[config.mk]
export PLATFORM = sky130hd
export DESIGN_NAME = biased_load_balanced_cell_picker_flat
export DESIGN_NICKNAME = d
export VERILOG_FILES = /design/src/rtl/blb_pkg.sv /design/src/rtl/blb_if.sv /design/src/rtl/blb_div.sv /design/src/rtl/biased_load_balanced_cell_picker.sv /design/src/flat_wrapper.sv
export VERILOG_INCLUDE_DIRS = /design/src /design/src/rtl
export SDC_FILE = /design/constraint.sdc
export NUM_CORES = 2
export LEC_CHECK = 0
export ABC_AREA = 1
export BUFFER_PORTS_ARGS = -buffer_cell sky130_fd_sc_hd__buf_2
export CORE_MARGIN = 5
export CORE_UTILIZATION = 63
export CTS_CLUSTER_SIZE = 16
export DETAILED_ROUTE_END_ITERATION = 12
export PLACE_DENSITY = 0.8
export SETUP_SLACK_MARGIN = 0.2
export SYNTH_ARGS = -nofsm -noshare
export SYNTH_HDL_FRONTEND = slang
export SYNTH_SLANG_ARGS = --single-unit
[constraint.sdc]
create_clock -name clk -period 7.42 [get_ports clk]
set_input_delay 0.742 -clock clk [delete_from_list [all_inputs] [get_ports clk]]
set_output_delay 0.742 -clock clk [all_outputs]
set_load 0.03 [all_outputs]
[src/rtl/biased_load_balanced_cell_picker_assert.svh]
// Assertion macros for the cell picker block.
`ifndef BIASED_LOAD_BALANCED_CELL_PICKER_ASSERT_SVH
`define BIASED_LOAD_BALANCED_CELL_PICKER_ASSERT_SVH
`ifndef SYNTHESIS
`define BLB_ASSERT_IMP(lbl, clk, rst, a, c) \
  lbl: assert property (@(posedge clk) disable iff (rst) (a) |-> (c)) \
    else $error("assertion failed");
`define BLB_ASSERT_NXT(lbl, clk, rst, a, c) \
  lbl: assert property (@(posedge clk) disable iff (rst) (a) |=> (c)) \
    else $error("assertion failed");
`else
`define BLB_ASSERT_IMP(lbl, clk, rst, a, c)
`define BLB_ASSERT_NXT(lbl, clk, rst, a, c)
`endif
`endif

[src/rtl/blb_pkg.sv]
// Shared types and constants of the cell picker.
`timescale 1ns / 1ps
package blb_pkg;
  localparam logic [1:0] KIND_REG  = 2'd0;
  localparam logic [1:0] KIND_SET  = 2'd1;
  localparam logic [1:0] KIND_PICK = 2'd2;
  localparam logic [1:0] KIND_NOP  = 2'd3;

  localparam logic [2:0] ST_OK      = 3'd0;
  localparam logic [2:0] ST_DUP     = 3'd1;
  localparam logic [2:0] ST_UNKNOWN = 3'd2;
  localparam logic [2:0] ST_FULL    = 3'd3;
  localparam logic [2:0] ST_EMPTY   = 3'd4;

  localparam logic [8:0] UNIT_WEIGHT = 9'd256;

  typedef struct packed {
    logic [1:0]  kind;
    logic [15:0] tag_id;
    logic [30:0] chunk_cnt;
    logic [63:0] random_value;
  } in_item_t;

  typedef struct packed {
    logic [2:0]  status;
    logic [15:0] picked_tag;
    logic [5:0]  entry_index;
  } out_item_t;

  typedef enum logic [3:0] {
    S_IDLE, S_SCAN, S_SUM, S_AVG, S_CLASS, S_MOD, S_PDIV, S_SEL, S_OUT
  } state_t;

  // Start / done handshake with the shared divider
  typedef struct packed {
    logic        start;
    logic [63:0] num;
    logic [63:0] den;
  } div_req_t;

  typedef struct packed {
    logic        done;
    logic [63:0] quo;
    logic [63:0] rem;
  } div_rsp_t;
endpackage

[src/rtl/blb_if.sv]
// Valid/ready channel interfaces for input and result transactions.
`timescale 1ns / 1ps
interface blb_in_if;
  import blb_pkg::*;
  logic     valid;
  logic     ready;
  in_item_t data;
  modport source (output valid, output data, input ready);
  modport sink   (input valid, input data, output ready);
endinterface

interface blb_out_if;
  import blb_pkg::*;
  logic      valid;
  logic      ready;
  out_item_t data;
  modport source (output valid, output data, input ready);
  modport sink   (input valid, input data, output ready);
endinterface

[src/rtl/blb_div.sv]
// Radix-2 restoring divider, one quotient bit per cycle, 64 bit.
`timescale 1ns / 1ps
module blb_div (
  input  logic              clk,
  input  logic              rst,
  input  blb_pkg::div_req_t req,
  output blb_pkg::div_rsp_t rsp
);
  import blb_pkg::*;

  logic [63:0] num;
  logic [63:0] den;
  logic [63:0] quo;
  logic [64:0] rem;
  logic [6:0]  cnt;
  logic        busy;
  logic        done;
  logic [64:0] trial;

  // Shift next numerator bit into the partial remainder and try a subtract
  assign trial = {rem[63:0], num[63]};

  always_ff @(posedge clk) begin
    if (rst) begin
      busy <= 1'b0;
      done <= 1'b0;
      cnt  <= '0;
    end else begin
      done <= 1'b0;
      if (req.start) begin
        busy <= 1'b1;
        cnt  <= 7'd64;
      end else if (busy) begin
        cnt <= cnt - 7'd1;
        if (cnt == 7'd1) begin
          busy <= 1'b0;
          done <= 1'b1;
        end
      end
    end
  end

  always_ff @(posedge clk) begin
    if (req.start) begin
      num <= req.num;
      den <= req.den;
      quo <= '0;
      rem <= '0;
    end else if (busy) begin
      num <= {num[62:0], 1'b0};
      if (trial >= {1'b0, den}) begin
        rem <= trial - {1'b0, den};
        quo <= {quo[62:0], 1'b1};
      end else begin
        rem <= trial;
        quo <= {quo[62:0], 1'b0};
      end
    end
  end

  assign rsp.done = done;
  assign rsp.quo  = quo;
  assign rsp.rem  = rem[63:0];

  `include "biased_load_balanced_cell_picker_assert.svh"
  `BLB_ASSERT_NXT(a_div_len, clk, rst, req.start, busy)
  `BLB_ASSERT_IMP(a_div_done, clk, rst, done, !busy)
  `BLB_ASSERT_NXT(a_div_pulse, clk, rst, done, !done)
endmodule

[src/rtl/biased_load_balanced_cell_picker.sv]
// Top level of the biased load-balanced cell picker.
`timescale 1ns / 1ps
// Usage:
// in_ch (sink) takes one transaction per item: kind, tag_id, chunk_cnt,
// random_value. out_ch (source) gives exactly one result per item: status,
// picked_tag, entry_index. bias_scaled_we/bias_scaled write the bias register.
// Register, set and no-op items scan the table once.
// A pick also sums the chunk counts, divides the sum by the number n of
// registered cells on the shared 64-bit divider, classifies each entry,
// runs the modulo on the divider, divides the offset by the biased weight
// on the divider (or with a shift for the unit-weight group), then ranks
// each entry against all others by tag. A pick on an empty table goes
// from the scan straight to the result with status EMPTY.
// in_ch.ready is high only in the idle state; one item is in work at a time,
// and the next item is taken only once the result has been taken and the
// block is back in the idle state.
// The result sits in an output register until taken; while out_ch.ready is
// low the block waits and takes no new item.
// Reset empties the table and clears the bias to zero.
module biased_load_balanced_cell_picker #(
  parameter int MAX_CELLS = 16
) (
  input  logic         clk,
  input  logic         rst,
  blb_in_if.sink       in_ch,
  blb_out_if.source    out_ch,
  input  logic         bias_scaled_we,
  input  logic [15:0]  bias_scaled
);
  import blb_pkg::*;

  localparam int IW = (MAX_CELLS > 1) ? $clog2(MAX_CELLS) : 1;
  localparam int CW = $clog2(MAX_CELLS + 1);

  logic [15:0] bias_q;
  logic [15:0] tags   [MAX_CELLS];
  logic [30:0] chunks [MAX_CELLS];
  logic        below  [MAX_CELLS];
  logic [CW-1:0] count;

  state_t state, state_next;
  in_item_t  item;
  out_item_t res;
  logic      res_valid;

  logic [CW-1:0] i, j;
  logic [CW-1:0] found_idx;
  logic          found;
  logic [63:0]   sum;
  logic [63:0]   avg;
  logic [CW-1:0] nlo, nhi;
  logic [CW-1:0] rank;
  logic [63:0]   tlo, wlo, rmod, kval;
  logic          in_lo;
  logic          div_started;
  logic [16:0]   wlo_s;
  logic [23:0]   tlo_mul;
  logic [63:0]   hi_off;
  logic [63:0]   hi_slot;

  div_req_t dreq;
  div_rsp_t drsp;

  blb_div u_div (.clk(clk), .rst(rst), .req(dreq), .rsp(drsp));

  // Configuration register
  always_ff @(posedge clk) begin
    if (rst) bias_q <= '0;
    else if (bias_scaled_we) bias_q <= bias_scaled;
  end

  // Weight of a below-average cell and the weight of that whole group
  assign wlo_s   = 17'd256 + {1'b0, bias_q};
  assign tlo_mul = {7'd0, wlo_s} * {{(24-CW){1'b0}}, nlo};

  // Unit-weight group: offset divided by 256 is a shift
  assign hi_off  = rmod - tlo;
  assign hi_slot = {8'd0, hi_off[63:8]};

  assign in_ch.ready  = (state == S_IDLE);
  assign out_ch.valid = res_valid;
  assign out_ch.data  = res;

  // Next-state logic
  always_comb begin
    state_next = state;
    case (state)
      S_IDLE: if (in_ch.valid) begin
        state_next = S_SCAN;
      end
      S_SCAN: if (i >= count) begin
        state_next = (item.kind == KIND_PICK) ?
                     ((count == '0) ? S_OUT : S_SUM) : S_OUT;
      end
      S_SUM: if (i >= count) begin
        state_next = S_AVG;
      end
      S_AVG: if (drsp.done) begin
        state_next = S_CLASS;
      end
      S_CLASS: if (i >= count) begin
        state_next = S_MOD;
      end
      S_MOD: if (drsp.done) begin
        state_next = S_PDIV;
      end
      S_PDIV: if (!in_lo || drsp.done) begin
        state_next = S_SEL;
      end
      S_SEL: if (i >= count) begin
        state_next = S_OUT;
      end
      S_OUT: if (!res_valid) begin
        state_next = S_IDLE;
      end
      default: state_next = S_IDLE;
    endcase
  end

  // Divider request outputs
  always_comb begin
    dreq = '0;
    case (state)
      S_AVG: begin
        dreq.start = !div_started;
        dreq.num   = sum;
        dreq.den   = {{(64-CW){1'b0}}, count};
      end
      S_MOD: begin
        dreq.start = !div_started;
        dreq.num   = item.random_value;
        dreq.den   = tlo + {{(64-CW-8){1'b0}}, nhi, 8'd0};
      end
      S_PDIV: begin
        dreq.start = !div_started && in_lo;
        dreq.num   = rmod;
        dreq.den   = wlo;
      end
      default: dreq = '0;
    endcase
  end

  always_ff @(posedge clk) begin
    if (rst) begin
      state <= S_IDLE;
      count <= '0;
      res_valid <= 1'b0;
      div_started <= 1'b0;
    end else begin
      state <= state_next;
      if (out_ch.valid && out_ch.ready) res_valid <= 1'b0;
      div_started <= (dreq.start || div_started) && !drsp.done
                     && (state_next == state);
      case (state)
        S_IDLE: if (in_ch.valid) begin
          item  <= in_ch.data;
          i     <= '0;
          found <= 1'b0;
          found_idx <= '0;
          res   <= '0;
        end
        S_SCAN: begin
          if (i < count) begin
            if (!found && tags[i[IW-1:0]] == item.tag_id) begin
              found <= 1'b1;
              found_idx <= i;
            end
            i <= i + 1'b1;
          end else begin
            i <= '0;
            sum <= '0;
            case (item.kind)
              KIND_REG: begin
                if (found) res.status <= ST_DUP;
                else if (count >= CW'(MAX_CELLS)) res.status <= ST_FULL;
                else begin
                  tags[count[IW-1:0]] <= item.tag_id;
                  chunks[count[IW-1:0]] <= '0;
                  res.entry_index <= 6'(count);
                  count <= count + 1'b1;
                end
              end
              KIND_SET: begin
                if (!found) res.status <= ST_UNKNOWN;
                else chunks[found_idx[IW-1:0]] <= item.chunk_cnt;
              end
              KIND_PICK: if (count == '0) res.status <= ST_EMPTY;
              default: res <= '0;
            endcase
          end
        end
        S_SUM: begin
          if (i < count) begin
            sum <= sum + {33'd0, chunks[i[IW-1:0]]};
            i <= i + 1'b1;
          end
        end
        S_AVG: if (drsp.done) begin
          avg <= drsp.quo;
          i <= '0;
          nlo <= '0;
          nhi <= '0;
        end
        S_CLASS: begin
          if (i < count) begin
            below[i[IW-1:0]] <= ({33'd0, chunks[i[IW-1:0]]} < avg);
            if ({33'd0, chunks[i[IW-1:0]]} < avg) nlo <= nlo + 1'b1;
            else nhi <= nhi + 1'b1;
            i <= i + 1'b1;
          end else begin
            wlo <= {47'd0, wlo_s};
            tlo <= {40'd0, tlo_mul};
          end
        end
        S_MOD: if (drsp.done) begin
          rmod  <= drsp.rem;
          in_lo <= drsp.rem < tlo;
        end
        S_PDIV: if (!in_lo || drsp.done) begin
          // Clamp the slot to the last member of its group
          if (in_lo) begin
            if (drsp.quo >= {{(64-CW){1'b0}}, nlo})
              kval <= {{(64-CW){1'b0}}, nlo} - 64'd1;
            else
              kval <= drsp.quo;
          end else begin
            if (hi_slot >= {{(64-CW){1'b0}}, nhi})
              kval <= {{(64-CW){1'b0}}, nhi} - 64'd1;
            else
              kval <= hi_slot;
          end
          i <= '0;
          j <= '0;
          rank <= '0;
        end
        S_SEL: begin
          // Rank of entry i inside its group, by ascending tag
          if (i < count) begin
            if (j < count) begin
              if (below[j[IW-1:0]] == below[i[IW-1:0]]
                  && tags[j[IW-1:0]] < tags[i[IW-1:0]])
                rank <= rank + 1'b1;
              j <= j + 1'b1;
            end else begin
              if (below[i[IW-1:0]] == in_lo
                  && {{(64-CW){1'b0}}, rank} == kval)
                res.picked_tag <= tags[i[IW-1:0]];
              rank <= '0;
              j <= '0;
              i <= i + 1'b1;
            end
          end
        end
        S_OUT: if (!res_valid && state_next == S_IDLE) begin
        end
        default: ;
      endcase
      if (state != S_OUT && state_next == S_OUT) res_valid <= 1'b1;
    end
  end

  `include "biased_load_balanced_cell_picker_assert.svh"
  `BLB_ASSERT_IMP(a_busy_not_ready, clk, rst, state != S_IDLE, !in_ch.ready)
  `BLB_ASSERT_IMP(a_count_max, clk, rst, 1'b1, count <= CW'(MAX_CELLS))
  `BLB_ASSERT_IMP(a_valid_in_out, clk, rst, res_valid, state == S_OUT)
endmodule
[src/flat_wrapper.sv]
// flat-port wrapper written by rule: the top's interface ports become plain ports
module biased_load_balanced_cell_picker_flat import blb_pkg::*;
#(
  parameter int MAX_CELLS = 16
)
  (clk, rst, bias_scaled_we, bias_scaled, in_ch_valid, in_ch_data, in_ch_ready, out_ch_valid, out_ch_data, out_ch_ready);
  blb_in_if in_ch_i ();
  blb_out_if out_ch_i ();
  input  logic clk;
  input  logic rst;
  input  logic bias_scaled_we;
  input  logic [15:0] bias_scaled;
  input wire logic [$bits(in_ch_i.valid)-1:0] in_ch_valid;
  input wire logic [$bits(in_ch_i.data)-1:0] in_ch_data;
  output wire logic [$bits(in_ch_i.ready)-1:0] in_ch_ready;
  output wire logic [$bits(out_ch_i.valid)-1:0] out_ch_valid;
  output wire logic [$bits(out_ch_i.data)-1:0] out_ch_data;
  input wire logic [$bits(out_ch_i.ready)-1:0] out_ch_ready;
  assign in_ch_i.valid = in_ch_valid;
  assign in_ch_i.data = in_ch_data;
  assign in_ch_ready = in_ch_i.ready;
  assign out_ch_valid = out_ch_i.valid;
  assign out_ch_data = out_ch_i.data;
  assign out_ch_i.ready = out_ch_ready;
  biased_load_balanced_cell_picker #(.MAX_CELLS(MAX_CELLS)) u_core (.clk(clk), .rst(rst), .in_ch(in_ch_i), .out_ch(out_ch_i), .bias_scaled_we(bias_scaled_we), .bias_scaled(bias_scaled));
endmodule
# == Word level (Yosys, flattened, before mapping) ==
# Memory sizes are Yosys's and may differ from the RTL's. A register that Yosys moved wholly into a read port is not among the register bits.
# Cells that the tools add are included.
# word_totals
ramBits,768
output_inout_bits,27
memories,3
regBits,756
inputBits,134
# mem_list
name,depth,width,read_ports,rd_ports_with_merged_regs,write_ports,line,rtl
u_core.chunks,16,31,1,1,1,biased_load_balanced_cell_picker.sv:37,logic [30:0] chunks [MAX_CELLS];
u_core.tags,16,16,2,2,1,biased_load_balanced_cell_picker.sv:36,logic [15:0] tags [MAX_CELLS];
u_core.below,16,1,2,2,1,biased_load_balanced_cell_picker.sv:38,logic below [MAX_CELLS];
# op_classes
n_eq_ne,40
order_cmp,10
reduce_logical,47
mul,1
bitwise_logic,5
n_addsub,14
muxes,101
# op_table
op,count
$mux 64,8
$pmux 129 s3,1
$pmux 64 s2,1
$mux 5,16
$mux 4,19
$ge 65x64->1,1
$add 64x31->64,1
$eq 5x64->1,1
$ge 64x5->1,1
$lt 31x64->1,1
$lt 64x22->1,1
$mux 16,4
$sub 64x22->64,1
$sub 64x64->64,1
$ge 56x5->1,1
$mux 25,2
$pmux 16 s3,1
$pmux 5 s2,4
$pmux 4 s9,1
$mux 31,1
$reduce_or 31->1,1
$add 5x1->5 const B,6
$pmux 5 s6,1
$mux 1,28
49 further kinds,115

# == Logic depth before layout (Yosys ltp) ==
# depth
depth_word,9
ltp_mapped,26
depth_no_buf,24

# == Modules after synthesis ==
# From an unflattened synthesis, not the netlist that was laid out.
# hier_totals
cells_unflattened,8628
hier_area_um2,79939.2
# by_module_without_submodules
mod,area_each_um2,seq_area_each_um2,cells_each,instances
biased_load_balanced_cell_picker,63942.6,37666.1,6258,1
blb_div,15996.6,6586.3,2370,1

# == Worst setup path before layout ==
# Ideal clock, no wire load.
# synth_timing
path_type,reg2reg
startpoint,register u_core.i[2]
endpoint,"register u_core.sum[0], enable pin"
period_less_slack_ps,6615
arrival_ps,6034
stages_incl_launch_ff,7
path_slack_ps,805
setup_ps,582
path_cell_list,edfxtp_1 ha_1 a21oi_1 o21a_1 nand2_1 nor2_1 a211oi_1
# synth_via
elab_chain_len,3
word_cells_on_any_way,4
classes_between,order compare (1); eq/ne (2); reduce/logical (1)
# synth_lines
element,line,rtl
"start, declared",biased_load_balanced_cell_picker.sv:46,"logic [CW-1:0] i, j;"
"start signal, assigned",biased_load_balanced_cell_picker.sv:168,i <= i + 1'b1;
"start signal, assigned",biased_load_balanced_cell_picker.sv:195,i <= i + 1'b1;
"start signal, assigned",biased_load_balanced_cell_picker.sv:209,i <= i + 1'b1;
$lt 5x5->1 (*),"biased_load_balanced_cell_picker.sv:163, biased_load_balanced_cell_picker.sv:193",
$ne 2x2->1 (no source line) / $ne 2x1->1 (equally long branches),--,
$reduce_and 4->1 (no source line) (*),--,
"end signal, assigned",biased_load_balanced_cell_picker.sv:194,"sum <= sum + {33'd0, chunks[i[IW-1:0]]};"
"end, declared",biased_load_balanced_cell_picker.sv:49,logic [63:0] sum;
# Mark *: on every way between the ends. The rest lies on a longest branch, timed or not.
# A chain may end at the register's enable or synchronous reset.

==> metrics.md <==
| Metric | Value |
|---|---|
| Count of final hold-check violations | 0 |
| Storage cell area | roughly 43000 um^2 |
| Share of the synthesized area in the top cell type | 0.538 |
| Final core utilization | 0.696 |
| # clock sinks | 1490 |
| Pin count of the biggest net entering global routing | 283 |
| Worst slew pin tran | between 1.5 and 2 ns |
| Most area-consuming cells after synthesis | edfxtp_1 54%, nand2_1 6.0%, o21ai_0 5.4% |
| Starting DRC count in detailed routing | about 8500 |
| Port bufs | 159 |
| Pwr Density | around 240 nW/um^2 |
| Seq/Total Area, Yosys | 0.585 |
| Post-CTS resize count | 0 |
| Lkg Pwr | a little over 0.03 uW |
| CTS Hold Buffers Added | 0 |
| Switching Power | approximately 4900 uW |
| Highest Clock Rate | between 150 and 200 MHz |
| Gate power share | 0.102 |
| DRT Wirelength | around 210000 um |
| CTS tree | yes |
| Latest clock arrival within the worst-skew pair | 0.78 ns |
| Final nets | roughly 8000 |
| Cell row count | approximately 130 |
| Synth unique cells | 57 |
| M1 wire length | between 70000 and 80000 um |
| Seq pwr share | 0.501 |
| Initial Utilization | 0.634 |
| Max_cap viols | 0 |
| WL met2 | around 100000 um |
| Vias post-DR | 58500 |
| Worst Clk Skew | about 0.055 ns |
| Ys async rst share | 0 |
| RSZ-0062 raised after global routing | no |
| Fillers | approximately 8400 |
| Synthesized area | about 74000 um^2 |
| Commonest cells in the netlist | 1318 x edfxtp_1, 1174 x nand2_1, 1016 x nor2_1, 826 x inv_1, 789 x o21ai_0 |
| Antenna violations before repair | 4 |
| Dpl cells | around 9000 |
| Setup tns final | 0 ns |
| Yosys top cell by area | edfxtp_1 |
| Peak VDD IR | a little over 0.2 mV |
| Ports | 161 |
| Fin. max-slew vios | 31 |
| Cell Chain, Critical Path | buf_12, buf_12, o21ai_0, o221ai_1, o211ai_1, nand2_1, ha_1, nand2_1, inv_1, nand3_1, a31oi_1, a2111oi_0, nand2_1, nand2_1, nand2_1, nand2_1, a21boi_0 |
| Worst setup EP type | flip-flop |
| WS Path Type | flip-flop to flip-flop |
| Tcrit/Tclk final | 0.759 |
| Internal power | 14200 uW |
| Outcome | complete, but fails checks |
| Top FF cell, synth | edfxtp_1 |
| Clk pin slew, worst setup/hold paths | roughly 0.060 ns |
| Syn_area_per_cell | 9.78 um^2 |
| Most common cell in the netlist | edfxtp_1 |
| Vias in the first global route | around 56000 |
| Dpl hpwl | about 140000 um |
| Synthesized instance count | between 7000 and 8000 |
| Final setup vio count | 0 |
| DRT Pass-1 Iters | 8 |
| Pre-CTS setup slack | 2.00 ns |
| Rel. slew slack | -0.00867 |
| GR Overflow Total | 0 |
| Crit-path slowest cell | buf_12 |
| Die width | between 300 and 400 um |
| Clock period minus worst slack | 5.64 ns |
| Die area | approximately 120000 um^2 |
| Share of post-route cells with drive strength above 1 | 0.0755 |
| Syn Nets | between 7000 and 8000 |
| Area Growth Syn to Fin | 9.86% |
| Hold Crit Class | input port to flip-flop |
| CP Launch Type | flip-flop |
| First-pass GRT wire length | around 320000 um |
| Clock power share | 0.397 |
| DRC errors left | 0 |
| Worst path arrival time | about 6.0 ns |
| Core area | around 120000 um^2 |
| CP required | about 7.8 ns |
| Most used cell, CP | nand2_1 |
| Top sig layer | met5 |
| EDFF count, synth | about 1300 |
| Hold_ws | roughly 0.13 ns |
| Die Ht | between 300 and 400 um |
| Multi-input logic area | around 26000 um^2 |
| Avg WL per Cell | 23.0 um |
| Synth Register Bits | between 1000 and 1500 |
| GPL Wtd Cong | approximately 1.0 |
| Gr usage total | 0.338 |
| Setup Buffers After CTS | 0 |
| CTS Buffer Depth | 3 |
| DR WL met3 | 23700 um |
| DR vias/cell | ~6.3 |
| Antenna Nets Post-Route | 0 |
| Crit-path max FO | between 200 and 300 |
| Failing checks | slew limit |
| Net Sw Frac | 0.256 |
| Yosys warning count | 0 |
| H-tree levels | 4 |
| Finished Layout Cells | 9233 |
| Cts bufs inserted | approximately 150 |
| Root buffer cell | clkbuf_16 |
| Slowest Stage Delay on Critical Path | slightly above 0.6 ns |
| Worst setup margin | roughly 1.8 ns |
| N_diodes | 0 |
[worst max-delay path: cells and delay by family (launching register included)]
family | cells | cell delay, ns
flip-flops | 1 | 0.40
buffers and inverters | 3 | 1.23
AND/OR/NAND/NOR | 7 | 1.30
AO/OA/AOI/OAI | 6 | 1.63
adder cells (fa/ha/maj) | 1 | 0.31
[state kept, by name, summed over array words and instances (netlist names), 16 cells and up, named ones only]
name / flops
u_core.chunks: 496
u_core.tags: 256
u_core.item: 113
u_core.avg: 64
u_core.kval: 64
u_core.rmod: 64
u_core.sum: 64
u_core.u_div.num: 64
u_core.u_div.quo: 64
u_core.u_div.rem: 64
u_core.out_ch.data: 24
u_core.u_div.den: 23
u_core.tlo: 22
u_core.wlo: 17
u_core.below: 16
u_core.bias_q: 16
[cell usage in the layout (no fill, tap or decap), types with 25 or more instances in the layout]
cell type	Yosys	routed
a21oi_1	399	398
a41oi_1	44	44
buf_2	25	159
buf_4	2	82
clkbuf_1	289	37
clkbuf_16	0	154
clkinv_1	11	30
clkinv_2	0	31
dfxtp_1	172	166
edfxtp_1	1318	1318
fa_1	48	48
ha_1	217	217
inv_1	826	821
nand2_1	1174	1173
nand3_1	276	273
nand4_1	75	75
nor2_1	1016	975
nor2_2	8	26
nor2_4	2	25
nor3_1	77	75
nor4_1	62	62
o211ai_1	82	82
o21ai_0	789	789
o221ai_1	148	148
o22ai_1	115	115
o31ai_1	63	63
xnor2_1	35	35
xor2_1	74	74
[worst paths after layout]
kind / cells past startpoint / startpoint / slack [ns] / endpoint
setup / recovery: 17 / flip-flop / 1.78 / u_core.nhi[3]$_SDFFCE_PN0P_
hold / removal: 1 / in_ch_data[74] / 0.13 / u_core.item[74]$_DFFE_PP_
setup reg to reg: 17 / flip-flop / 1.78 / u_core.nhi[3]$_SDFFCE_PN0P_
hold reg to reg: 0 / u_core.u_div.quo[24]$_SDFFE_PP0P_ / 0.43 / u_core.avg[24]$_DFFE_PP_
[power by group through the flow]
| stage | clock, uW | combinational (uW) | sequential [uW] |
|---|---|---|---|
| finish | 7570 | 1940 | 9550 |
| global route | 7970 | 2130 | 9570 |
| CTS | 7610 | 1890 | 9540 |
| detailed placement | 0 | 1870 | 9720 |
| global placement | 0 | 1810 | 9700 |
| floorplan | 0 | 1310 | 9630 |
[layout make-up]
cell class / instances / area share
Inverter: 847 / 0.0395
Sequential cell: 1490 / 0.532
Tap cell: 1524 / 0.0236
Clock buffer: 199 / 0.0508
Clock inverter: 81 / 0.00985
Multi-Input combinational cell: 4848 / 0.326
Timing Repair Buffer: 244 / 0.0182
[cell families (layout without fill, tap and decap cells)]
| group | Yosys count | after routing | synth area share |
|---|---|---|---|
| xor+xnor | 109 | 109 | 0.0130 |
| flops | 1490 | 1490 | 0.585 |
| other cells | 1 | 1 | 0.0000510 |
| fa+ha+maj | 265 | 265 | 0.0500 |
| buf+inv | 1185 | 1371 | 0.0612 |
| simple gates | 2744 | 2744 | 0.153 |
| compound gates | 1729 | 1729 | 0.138 |
[stage by stage]
stage / power, uW / instance area, um^2
3_5_place_dp: 11600 / 75900
2_1_floorplan: 10900 / 73600
4_1_cts: 19000 / 80800
5_1_grt: 19700 / 80800
3_3_place_gp: 11500 / 75900
6_report: 19100 / 80800
[per-layer routing]
metal	vias to the layer above	track usage
met5	-	0
met4	6	0.172
met3	722	0.0550
met2	3750	0.534
met1	27600	0.458
li1	26400	-
Note: power is estimated with default switching activity, not from simulation.
